[config.mk]
export PLATFORM = sky130hd
export DESIGN_NAME = avlc_header_decode_station_table
export DESIGN_NICKNAME = d
export VERILOG_FILES = /design/src/rtl/avlc_pkg.sv /design/src/rtl/avlc_header_decode_station_table.sv /design/src/rtl/avlc_hdr_decode.sv /design/src/rtl/avlc_station_table.sv
export SDC_FILE = /design/constraint.sdc
export NUM_CORES = 2
export LEC_CHECK = 0
export BUFFER_PORTS_ARGS = -buffer_cell sky130_fd_sc_hd__buf_4
export CAP_MARGIN = 20
export CORE_ASPECT_RATIO = 1.2
export CORE_MARGIN = 1
export CORE_UTILIZATION = 67
export DETAILED_ROUTE_END_ITERATION = 10
export PLACE_DENSITY_LB_ADDON = 0.1
export SLEW_MARGIN = 20
export SYNTH_ARGS = -nofsm -noshare
export SYNTH_HDL_FRONTEND = slang
export SYNTH_MEMORY_MAX_BITS = 65536
export SYNTH_SLANG_ARGS = --single-unit
[constraint.sdc]
create_clock -name clk -period 9.9 [get_ports clk]
set_input_delay 0.99 -clock clk [delete_from_list [all_inputs] [get_ports clk]]
set_output_delay 0.99 -clock clk [all_outputs]
set_load 0.01 [all_outputs]
[src/rtl/avlc_pkg.sv]
// ----------------------------------------------------------------------------
// avlc_pkg
// shared types and constants of the frame header decoder and station table
// ----------------------------------------------------------------------------
package avlc_pkg;

  localparam int TABLE_DEPTH = 64;
  localparam int TBL_IDX_W   = $clog2(TABLE_DEPTH);
  localparam int TBL_CNT_W   = $clog2(TABLE_DEPTH + 1);

  localparam int IN_DATA_W   = 120;
  localparam int OUT_DATA_W  = 88;
  localparam int OUT_USER_W  = 3;
  localparam int CFG_INDEX_W = 2;
  localparam int CFG_DATA_W  = 16;

  localparam logic [15:0] AGE_LIMIT_RESET = 16'd1800;
  localparam logic [23:0] ICAO_ALL_ONES   = 24'hffffff;
  localparam logic [12:0] EMPTY_LEN_MAX   = 13'd13;
  localparam logic [2:0]  ADDR_TYPE_AIR   = 3'd1;
  localparam logic [15:0] COUNT_MAX       = 16'hffff;

  // configuration register indexes
  localparam logic [CFG_INDEX_W-1:0] CFG_ACCEPT_GROUND   = 2'd0;
  localparam logic [CFG_INDEX_W-1:0] CFG_ACCEPT_EMPTY    = 2'd1;
  localparam logic [CFG_INDEX_W-1:0] CFG_ACCEPT_BAD_ADDR = 2'd2;
  localparam logic [CFG_INDEX_W-1:0] CFG_AGE_LIMIT       = 2'd3;

  // link control frame kinds
  localparam logic [1:0] KIND_I = 2'd0;
  localparam logic [1:0] KIND_S = 2'd1;
  localparam logic [1:0] KIND_U = 2'd2;

  typedef struct packed {
    logic [2:0]  pad;
    logic [31:0] rx_seconds;
    logic [12:0] frame_length;
    logic [7:0]  link_control;
    logic [31:0] src_header;
    logic [31:0] dst_header;
  } in_data_t;

  typedef struct packed {
    logic [2:0]  pad;
    logic        table_full;
    logic        new_aircraft;
    logic [15:0] msg_count;
    logic [4:0]  sub_code;
    logic [2:0]  recv_seq;
    logic [2:0]  send_seq;
    logic        on_ground;
    logic        resp_flag;
    logic [26:0] dst_addr;
    logic [26:0] src_addr;
  } out_data_t;

  typedef struct packed {
    logic [1:0] frame_kind;
    logic       accepted;
  } out_user_t;

  typedef struct packed {
    logic        accept_ground;
    logic        accept_empty;
    logic        accept_bad_addr;
    logic [15:0] age_limit_s;
  } cfg_t;

  typedef struct packed {
    logic        accepted;
    logic        from_air;
    logic [23:0] icao;
    logic [26:0] src_addr;
    logic [26:0] dst_addr;
    logic        resp_flag;
    logic        on_ground;
    logic [1:0]  frame_kind;
    logic [2:0]  send_seq;
    logic [2:0]  recv_seq;
    logic [4:0]  sub_code;
  } hdr_dec_t;

  typedef struct packed {
    logic        start;
    logic [23:0] icao;
    logic [31:0] now;
    logic [15:0] age_limit;
  } tbl_req_t;

  typedef struct packed {
    logic        done;
    logic [15:0] msg_count;
    logic        new_aircraft;
    logic        table_full;
  } tbl_rsp_t;

  typedef struct packed {
    logic [23:0] addr;
    logic [31:0] last_seen;
    logic [15:0] count;
  } entry_t;

endpackage

[src/rtl/avlc_header_decode_station_table.sv]
// ----------------------------------------------------------------------------
// avlc_header_decode_station_table
// frame header decoder with a bounded table of aircraft stations
// ----------------------------------------------------------------------------
// One frame header enters per input transfer and leaves as exactly one result
// transfer, in order. Frames that are dropped or whose source is not an
// aircraft go from ST_RUN straight to ST_DONE and into the output register.
// An accepted aircraft frame waits in ST_WAIT while the station table is
// swept once through its single read port, one entry a cycle, checking the
// address match, expiry and the lowest free entry; the entry is then written
// back unless the table is full, and the result goes through ST_DONE into the
// output register. A stalled output keeps the frame in ST_DONE. One frame
// is processed at a time; the next input is taken as soon as the previous
// result sits in the output register. Valid bits reset with the block, so the
// table needs no clearing pass. The configuration port is always ready and is
// meant to be written only while the block is idle.
module avlc_header_decode_station_table (
  input  logic                                 clk,
  input  logic                                 rst,
  input  logic                                 s_tvalid,
  output logic                                 s_tready,
  // dst_header, src_header, link_control, frame_length, rx_seconds, zero pad
  input  logic [avlc_pkg::IN_DATA_W-1:0]       s_tdata,
  output logic                                 m_tvalid,
  input  logic                                 m_tready,
  // src_addr, dst_addr, resp_flag, on_ground, send_seq, recv_seq, sub_code,
  // msg_count, new_aircraft, table_full, zero pad
  output logic [avlc_pkg::OUT_DATA_W-1:0]      m_tdata,
  // accepted, frame_kind
  output logic [avlc_pkg::OUT_USER_W-1:0]      m_tuser,
  input  logic                                 cfg_valid,
  output logic                                 cfg_ready,
  input  logic [avlc_pkg::CFG_INDEX_W-1:0]     cfg_index,
  input  logic [avlc_pkg::CFG_DATA_W-1:0]      cfg_data
);
  import avlc_pkg::*;

  typedef enum logic [3:0] {
    ST_IDLE = 4'b0001,
    ST_RUN  = 4'b0010,
    ST_WAIT = 4'b0100,
    ST_DONE = 4'b1000
  } state_t;

  state_t    state;
  cfg_t      cfg;
  in_data_t  in_reg;
  hdr_dec_t  dec;
  tbl_req_t  req;
  tbl_rsp_t  rsp;
  logic      need_tbl;
  logic      out_load;
  out_data_t out_data;
  out_user_t out_user;

  assign cfg_ready = 1'b1;

  always_ff @(posedge clk) begin
    if (rst) begin
      cfg.accept_ground   <= 1'b0;
      cfg.accept_empty    <= 1'b0;
      cfg.accept_bad_addr <= 1'b0;
      cfg.age_limit_s     <= AGE_LIMIT_RESET;
    end else if (cfg_valid) begin
      case (cfg_index)
        CFG_ACCEPT_GROUND:   cfg.accept_ground   <= cfg_data[0];
        CFG_ACCEPT_EMPTY:    cfg.accept_empty    <= cfg_data[0];
        CFG_ACCEPT_BAD_ADDR: cfg.accept_bad_addr <= cfg_data[0];
        CFG_AGE_LIMIT:       cfg.age_limit_s     <= cfg_data;
        default: begin
        end
      endcase
    end
  end

  avlc_hdr_decode u_dec (
    .hdr (in_reg),
    .cfg (cfg),
    .dec (dec)
  );

  assign need_tbl = dec.accepted && dec.from_air;

  assign req = '{start: (state == ST_RUN) && need_tbl, icao: dec.icao,
                 now: in_reg.rx_seconds, age_limit: cfg.age_limit_s};

  avlc_station_table u_tbl (
    .clk (clk),
    .rst (rst),
    .req (req),
    .rsp (rsp)
  );

  assign s_tready = (state == ST_IDLE);
  assign out_load = (state == ST_DONE) && (!m_tvalid || m_tready);

  always_ff @(posedge clk) begin
    if (rst) begin
      state <= ST_IDLE;
    end else begin
      case (state)
        ST_IDLE: begin
          if (s_tvalid) begin
            state <= ST_RUN;
          end
        end
        ST_RUN: begin
          state <= need_tbl ? ST_WAIT : ST_DONE;
        end
        ST_WAIT: begin
          if (rsp.done) begin
            state <= ST_DONE;
          end
        end
        ST_DONE: begin
          if (out_load) begin
            state <= ST_IDLE;
          end
        end
        default: begin
          state <= ST_IDLE;
        end
      endcase
    end
  end

  always_ff @(posedge clk) begin
    if (s_tvalid && s_tready) begin
      in_reg <= in_data_t'(s_tdata);
    end
  end

  // table fields stay zero unless the frame went through the table
  always_comb begin
    out_data              = '0;
    out_data.src_addr     = dec.src_addr;
    out_data.dst_addr     = dec.dst_addr;
    out_data.resp_flag    = dec.resp_flag;
    out_data.on_ground    = dec.on_ground;
    out_data.send_seq     = dec.send_seq;
    out_data.recv_seq     = dec.recv_seq;
    out_data.sub_code     = dec.sub_code;
    if (need_tbl) begin
      out_data.msg_count    = rsp.msg_count;
      out_data.new_aircraft = rsp.new_aircraft;
      out_data.table_full   = rsp.table_full;
    end
    out_user.accepted   = dec.accepted;
    out_user.frame_kind = dec.frame_kind;
  end

  always_ff @(posedge clk) begin
    if (rst) begin
      m_tvalid <= 1'b0;
    end else if (out_load) begin
      m_tvalid <= 1'b1;
    end else if (m_tready) begin
      m_tvalid <= 1'b0;
    end
  end

  always_ff @(posedge clk) begin
    if (out_load) begin
      m_tdata <= out_data;
      m_tuser <= out_user;
    end
  end

endmodule

[src/rtl/avlc_hdr_decode.sv]
// ----------------------------------------------------------------------------
// avlc_hdr_decode
// address rebuild, filter flags and link control decode of one frame header
// ----------------------------------------------------------------------------
module avlc_hdr_decode (
  input  avlc_pkg::in_data_t hdr,
  input  avlc_pkg::cfg_t     cfg,
  output avlc_pkg::hdr_dec_t dec
);
  import avlc_pkg::*;

  // each header byte carries its address bits reversed, bit 0 is the extension bit
  function automatic logic [26:0] rebuild_addr(input logic [31:0] w);
    logic [26:0] r;
    r = '0;
    for (int i = 0; i < 6; i++) begin
      r[26-i] = w[26+i];
    end
    for (int i = 0; i < 7; i++) begin
      r[20-i] = w[17+i];
      r[13-i] = w[9+i];
      r[6-i]  = w[1+i];
    end
    return r;
  endfunction

  logic [26:0] faddr;
  logic [7:0]  lc;
  logic        from_air;
  logic [23:0] icao;
  logic        bad_addr;

  assign faddr    = rebuild_addr(hdr.src_header);
  assign lc       = hdr.link_control;
  assign from_air = (faddr[26:24] == ADDR_TYPE_AIR);
  assign icao     = faddr[23:0];
  assign bad_addr = (icao == 24'd0) || (icao == ICAO_ALL_ONES);

  always_comb begin
    dec             = '0;
    dec.src_addr    = faddr;
    dec.dst_addr    = rebuild_addr(hdr.dst_header);
    dec.icao        = icao;
    dec.from_air    = from_air;
    dec.resp_flag   = hdr.src_header[25];
    dec.on_ground   = hdr.dst_header[25];
    dec.accepted    = !(!cfg.accept_ground && !from_air) &&
                      !(!cfg.accept_empty && (hdr.frame_length <= EMPTY_LEN_MAX)) &&
                      !(!cfg.accept_bad_addr && from_air && bad_addr);
    if (lc[0]) begin
      if (lc[1]) begin
        dec.frame_kind = KIND_U;
        dec.sub_code   = {lc[7:5], lc[3:2]};
      end else begin
        dec.frame_kind = KIND_S;
        dec.recv_seq   = lc[7:5];
        dec.sub_code   = {3'b000, lc[3:2]};
      end
    end else begin
      dec.frame_kind = KIND_I;
      dec.send_seq   = lc[3:1];
      dec.recv_seq   = lc[7:5];
    end
  end

endmodule

[src/rtl/avlc_station_table.sv]
// ----------------------------------------------------------------------------
// avlc_station_table
// station table in a synchronous memory, swept once per aircraft frame for
// match, expiry and the lowest free entry, then at most one write back
// ----------------------------------------------------------------------------
module avlc_station_table (
  input  logic               clk,
  input  logic               rst,
  input  avlc_pkg::tbl_req_t req,
  output avlc_pkg::tbl_rsp_t rsp
);
  import avlc_pkg::*;

  typedef enum logic [2:0] {
    TS_IDLE  = 3'b001,
    TS_SWEEP = 3'b010,
    TS_WRITE = 3'b100
  } tstate_t;

  tstate_t state;

  entry_t                 mem [TABLE_DEPTH];
  entry_t                 rd_data;
  logic [TABLE_DEPTH-1:0] valid;

  logic [TBL_CNT_W-1:0] rd_cnt;
  logic [TBL_IDX_W-1:0] rd_idx;
  logic [TBL_IDX_W-1:0] chk_idx;
  logic                 chk_vld;

  logic                 hit;
  logic [TBL_IDX_W-1:0] hit_idx;
  logic [15:0]          hit_count;
  logic                 free_found;
  logic [TBL_IDX_W-1:0] free_idx;

  logic        chk_valid_bit;
  logic        match;
  logic [31:0] age;
  logic        expired;
  logic        is_free;
  logic        last_chk;
  logic [15:0] new_count;
  logic        we;
  logic [TBL_IDX_W-1:0] wa;
  entry_t      wd;

  logic        done;
  logic [15:0] msg_count;
  logic        new_aircraft;
  logic        table_full;

  assign rd_idx        = rd_cnt[TBL_IDX_W-1:0];
  assign chk_valid_bit = valid[chk_idx];
  assign match         = chk_vld && chk_valid_bit && (rd_data.addr == req.icao);
  assign age           = req.now - rd_data.last_seen;
  assign expired       = chk_vld && chk_valid_bit && !match &&
                         (age > {16'd0, req.age_limit});
  // an entry expired in this sweep is free for the insertion that follows
  assign is_free       = chk_vld && (!chk_valid_bit || expired);
  assign last_chk      = chk_vld && (chk_idx == TBL_IDX_W'(TABLE_DEPTH - 1));

  assign new_count = !hit ? 16'd1 :
                     (hit_count == COUNT_MAX) ? hit_count : hit_count + 16'd1;
  assign we        = (state == TS_WRITE) && (hit || free_found);
  assign wa        = hit ? hit_idx : free_idx;
  assign wd        = '{addr: req.icao, last_seen: req.now, count: new_count};

  // write back only after the sweep, so no read of the sweep overlaps the write
  always_ff @(posedge clk) begin
    if (we) begin
      mem[wa] <= wd;
    end
    rd_data <= mem[rd_idx];
  end

  always_ff @(posedge clk) begin
    if (rst) begin
      state      <= TS_IDLE;
      valid      <= '0;
      chk_vld    <= 1'b0;
      done       <= 1'b0;
      hit        <= 1'b0;
      free_found <= 1'b0;
      rd_cnt     <= '0;
    end else begin
      done    <= 1'b0;
      chk_vld <= 1'b0;
      case (state)
        TS_IDLE: begin
          if (req.start) begin
            rd_cnt     <= '0;
            hit        <= 1'b0;
            free_found <= 1'b0;
            state      <= TS_SWEEP;
          end
        end
        TS_SWEEP: begin
          if (rd_cnt < TBL_CNT_W'(TABLE_DEPTH)) begin
            chk_vld <= 1'b1;
            chk_idx <= rd_idx;
            rd_cnt  <= rd_cnt + 1'b1;
          end
          if (match) begin
            hit       <= 1'b1;
            hit_idx   <= chk_idx;
            hit_count <= rd_data.count;
          end
          if (expired) begin
            valid[chk_idx] <= 1'b0;
          end
          if (is_free && !free_found) begin
            free_found <= 1'b1;
            free_idx   <= chk_idx;
          end
          if (last_chk) begin
            state <= TS_WRITE;
          end
        end
        TS_WRITE: begin
          if (!hit && free_found) begin
            valid[free_idx] <= 1'b1;
          end
          msg_count    <= new_count;
          new_aircraft <= !hit && free_found;
          table_full   <= !hit && !free_found;
          done         <= 1'b1;
          state        <= TS_IDLE;
        end
        default: begin
          state <= TS_IDLE;
        end
      endcase
    end
  end

  assign rsp = '{done: done, msg_count: msg_count, new_aircraft: new_aircraft,
                 table_full: table_full};

endmodule

==> impl_results.md <==
- Number of fill cells: 14.5k
- Drt wl/cell: 41.1 microns
- Worst-path fanout max: 65
- CTS Buf Count: 462
- Endpoints failing hold: 0
- Routed Antenna Nets: 0
- Min cycle time layout: 6770 ps
- Routed Wire Length: 527 mm
- DRC Markers: 0
- Outcome: finished, final reports clean
- Layout cell share with drive strength beyond 1: 30.9%
- Core outline area: 0.284 sq mm
- Share of the synthesized area in the top cell type: 75.9%
- Die W: 491 microns
- Max Cap Violations: 0
- Slowest CP cell: nor4_2
- Root Driver: clkbuf_16
- Worst-path cell chain: buf_4 -> ha_1 -> and2_1 -> a221oi_1 -> a21oi_1 -> nor2_1 -> o21ai_0 -> a31oi_1 -> xnor2_1 -> ha_1 -> nand4_1 -> nor3_1 -> o21ai_0 -> a21oi_1 -> nor2_1 -> nand3_1 -> or4_4 -> nor4_4 -> buf_4 -> nor4_2 -> a31oi_1
- Syn avg cell area: 23.7 sq um
- Detailed Route Iter0 Violations: 15.4k
- Ys flop type: edfxtp_1
- Switch share: 20.9%
- Final period util: 68.4%
- DP Area: 0.200 sq mm
- Final estimated routing congestion in global placement: 0.879
- Max incr delay on CP: 1030 ps
- Worst-path clk slew: 60 ps
- Largest register FFs: 4608
- Leak: 64.6 nW
- P_int: 34.5 mW
- # setup viols final: 0
- Pwr/cell area: 203 mW/mm^2
- Top cell type by total area after synthesis: edfxtp_1
- Worst-Skew Late Latency: 950 ps
- Antenna violations before repair: 11
- Vias/cell: 7.47
- Vias in the first global route: 96.1k
- Peak VDD IR: 0.232 mV
- WP data required: 10640 ps
- H-tree levels: 5
- Post-route core utilization: 75.7%
- Part of the Yosys area used for sequential elements: 77.8%
- Pin count of the biggest net entering global routing: 143
- Max-slew violations: 0
- First drt pass iteration count: 8
- Initial Util: 67.6%
- Comb pwr share: 3.5%
- Die height: 588 microns
- # Post-CTS Setup Buffers: 0
- Grt total ovfl: 0
- All-Layer GR Usage: 36.9%
- Arr. time, crit path: 7510 ps
- Number of synthesized flops with an enable pin: 4855
- NetSw: 9.08 mW
- Crit path capture type: flop
- Cts hold-fix bufs: 0
- DR vias: 95.7k
- Synth warnings: 0
- Fin area: 0.215 sq mm
- Post_cts resized: 0
- Clock sinks: 5029
- Area grow syn2layout: 12.0%
- Die area: 0.289 sq mm
- PortBufs: 219
- Fmax: 148 MHz
- Clock share of power: 41.1%
- Crit Path Class: flop to flop
- Final HPWL DP: 246 mm
- FF+latch count, synth: 5029
- Top cells by area, synth: edfxtp_1 (76%), mux4_2 (18%), dfxtp_1 (1.8%)
- Async S/R FF share, synth: 0%
- Nets: 8842
- Startpoint Class: flop
- Pwr Total: 43.5 mW
- Max-slew headroom: 15.8%
- Sequential power share: 55.4%
- I/O pin count: 237
- Netlist cell types: 85
- First-pass GRT wire length: 733 mm
- CTS tree: built
- Clk buf depth: 4
- Setup Skew: 51.7 ps
- Cells after Synth: 8115
- Setup_tns: 0 ps
- Worst-margin pin slew: 1260 ps
- Hold Path Class: primary input to flop
- Synthesized cell area: 0.192 sq mm
- RSZ-0062 raised after global routing: false
- Rows: 214
## path summary, 6_finish.rpt
path / from / to / slack (ps) / cells past startpoint
setup / recovery: in_reg[88] / u_tbl.valid[28] / 3130 / 21
hold / removal: s_tdata[116] / in_reg[116] / 210 / 1
hold reg to reg: u_tbl.rd_data[8] / u_tbl.hit_count[8] / 400 / 0
setup reg to reg: in_reg[88] / u_tbl.valid[28] / 3130 / 21
## Yosys cell counts (all sizes together) (7+ instances only)
| master | instances |
|---|---|
| xnor2 | 37 |
| nand2b | 14 |
| ha | 49 |
| nor2 | 161 |
| mux4 | 1514 |
| mux2 | 14 |
| nor4 | 38 |
| and3 | 16 |
| inv | 69 |
| a22oi | 10 |
| buf | 131 |
| nand4 | 55 |
| nand3 | 35 |
| nand2 | 137 |
| dfxtp | 174 |
| nor2b | 28 |
| a21boi | 24 |
| a31oi | 28 |
| or4 | 7 |
| a21oi | 122 |
| o211ai | 10 |
| nand3b | 7 |
| xor2 | 21 |
| clkbuf | 274 |
| a221oi | 13 |
| o21a | 9 |
| and2 | 46 |
| edfxtp | 4855 |
| a211oi | 8 |
| mux2i | 15 |
| or3 | 7 |
| nor3 | 49 |
| o21ai | 56 |
## placed cells by master, fill, tap and decap left out, types with 67 or more instances in the layout
cell type     n
a21oi_1     119
buf_4       426
clkbuf_1     89
clkbuf_16   469
clkinv_1     78
clkinv_2     94
dfxtp_1     168
edfxtp_1   4855
inv_1        67
mux4_2     1514
nand2_1     136
nor2_1       92
## routing by layer
layer  up-vias  GRT usage, %  routed length (microns)
li1      35883             -                        -
met1     50764          50.4                   181000
met2      7704          59.1                   258000
met3      1376          8.62                    64900
met4        10          14.5                    23200
met5         -             0                       71
## logic make-up (layout without fill, tap and decap cells)
logic type               after synthesis  after routing  share of synthesized area, %
flip-flops                          5029           5029                          77.8
multiplexers                        1543           1543                          17.9
AND/OR/NAND/NOR                      625            625                          1.67
buffers and inverters                474           1391                         0.957
AO/OA/AOI/OAI                        334            334                          1.10
XOR/XNOR                              58             58                         0.265
adder cells (fa/ha/maj)               50             50                         0.330
other                                  2             13                       0.00391
## cell type report
class	count	area, sq um	share of cell area [%]
sequential	5029	149000	69.4
tap	3780	4730	2.20
multi-input combinational	2614	41500	19.3
clock inverter	268	2700	1.26
inverter	69	259	0.120
clock buffer	581	12400	5.76
antenna	9	22.5	0.0105
timing repair buffer	473	4170	1.94
## through the flow
step	hold WS, ps	setup WS [ps]	cells
CTS	155	3200	12806
floorplan	386	4250	8117
finish	207	3130	12823
global route	175	2760	12816
detailed placement	389	3260	11957
global placement	389	3410	11954
## power by group through the flow
| stage | Clock (mW) | Combinational, mW | Sequential, mW |
|---|---|---|---|
| finish | 17.9 | 1.53 | 24.1 |
| global route | 18.7 | 1.61 | 24.1 |
| CTS | 18.0 | 1.50 | 24.1 |
| detailed placement | 0 | 1.49 | 24.6 |
| global placement | 0 | 1.42 | 24.6 |
| floorplan | 0 | 0.373 | 25.1 |
## worst max-delay path: cells and delay by family, from the launching register on
kind / cells / cell delay [ps]
flip-flops: 1 / 320
XOR/XNOR: 1 / 110
adder cells (fa/ha/maj): 2 / 710
AND/OR/NAND/NOR: 9 / 2480
AO/OA/AOI/OAI: 7 / 2130
buffers and inverters: 2 / 730
(Power assumes the default switching activity.)
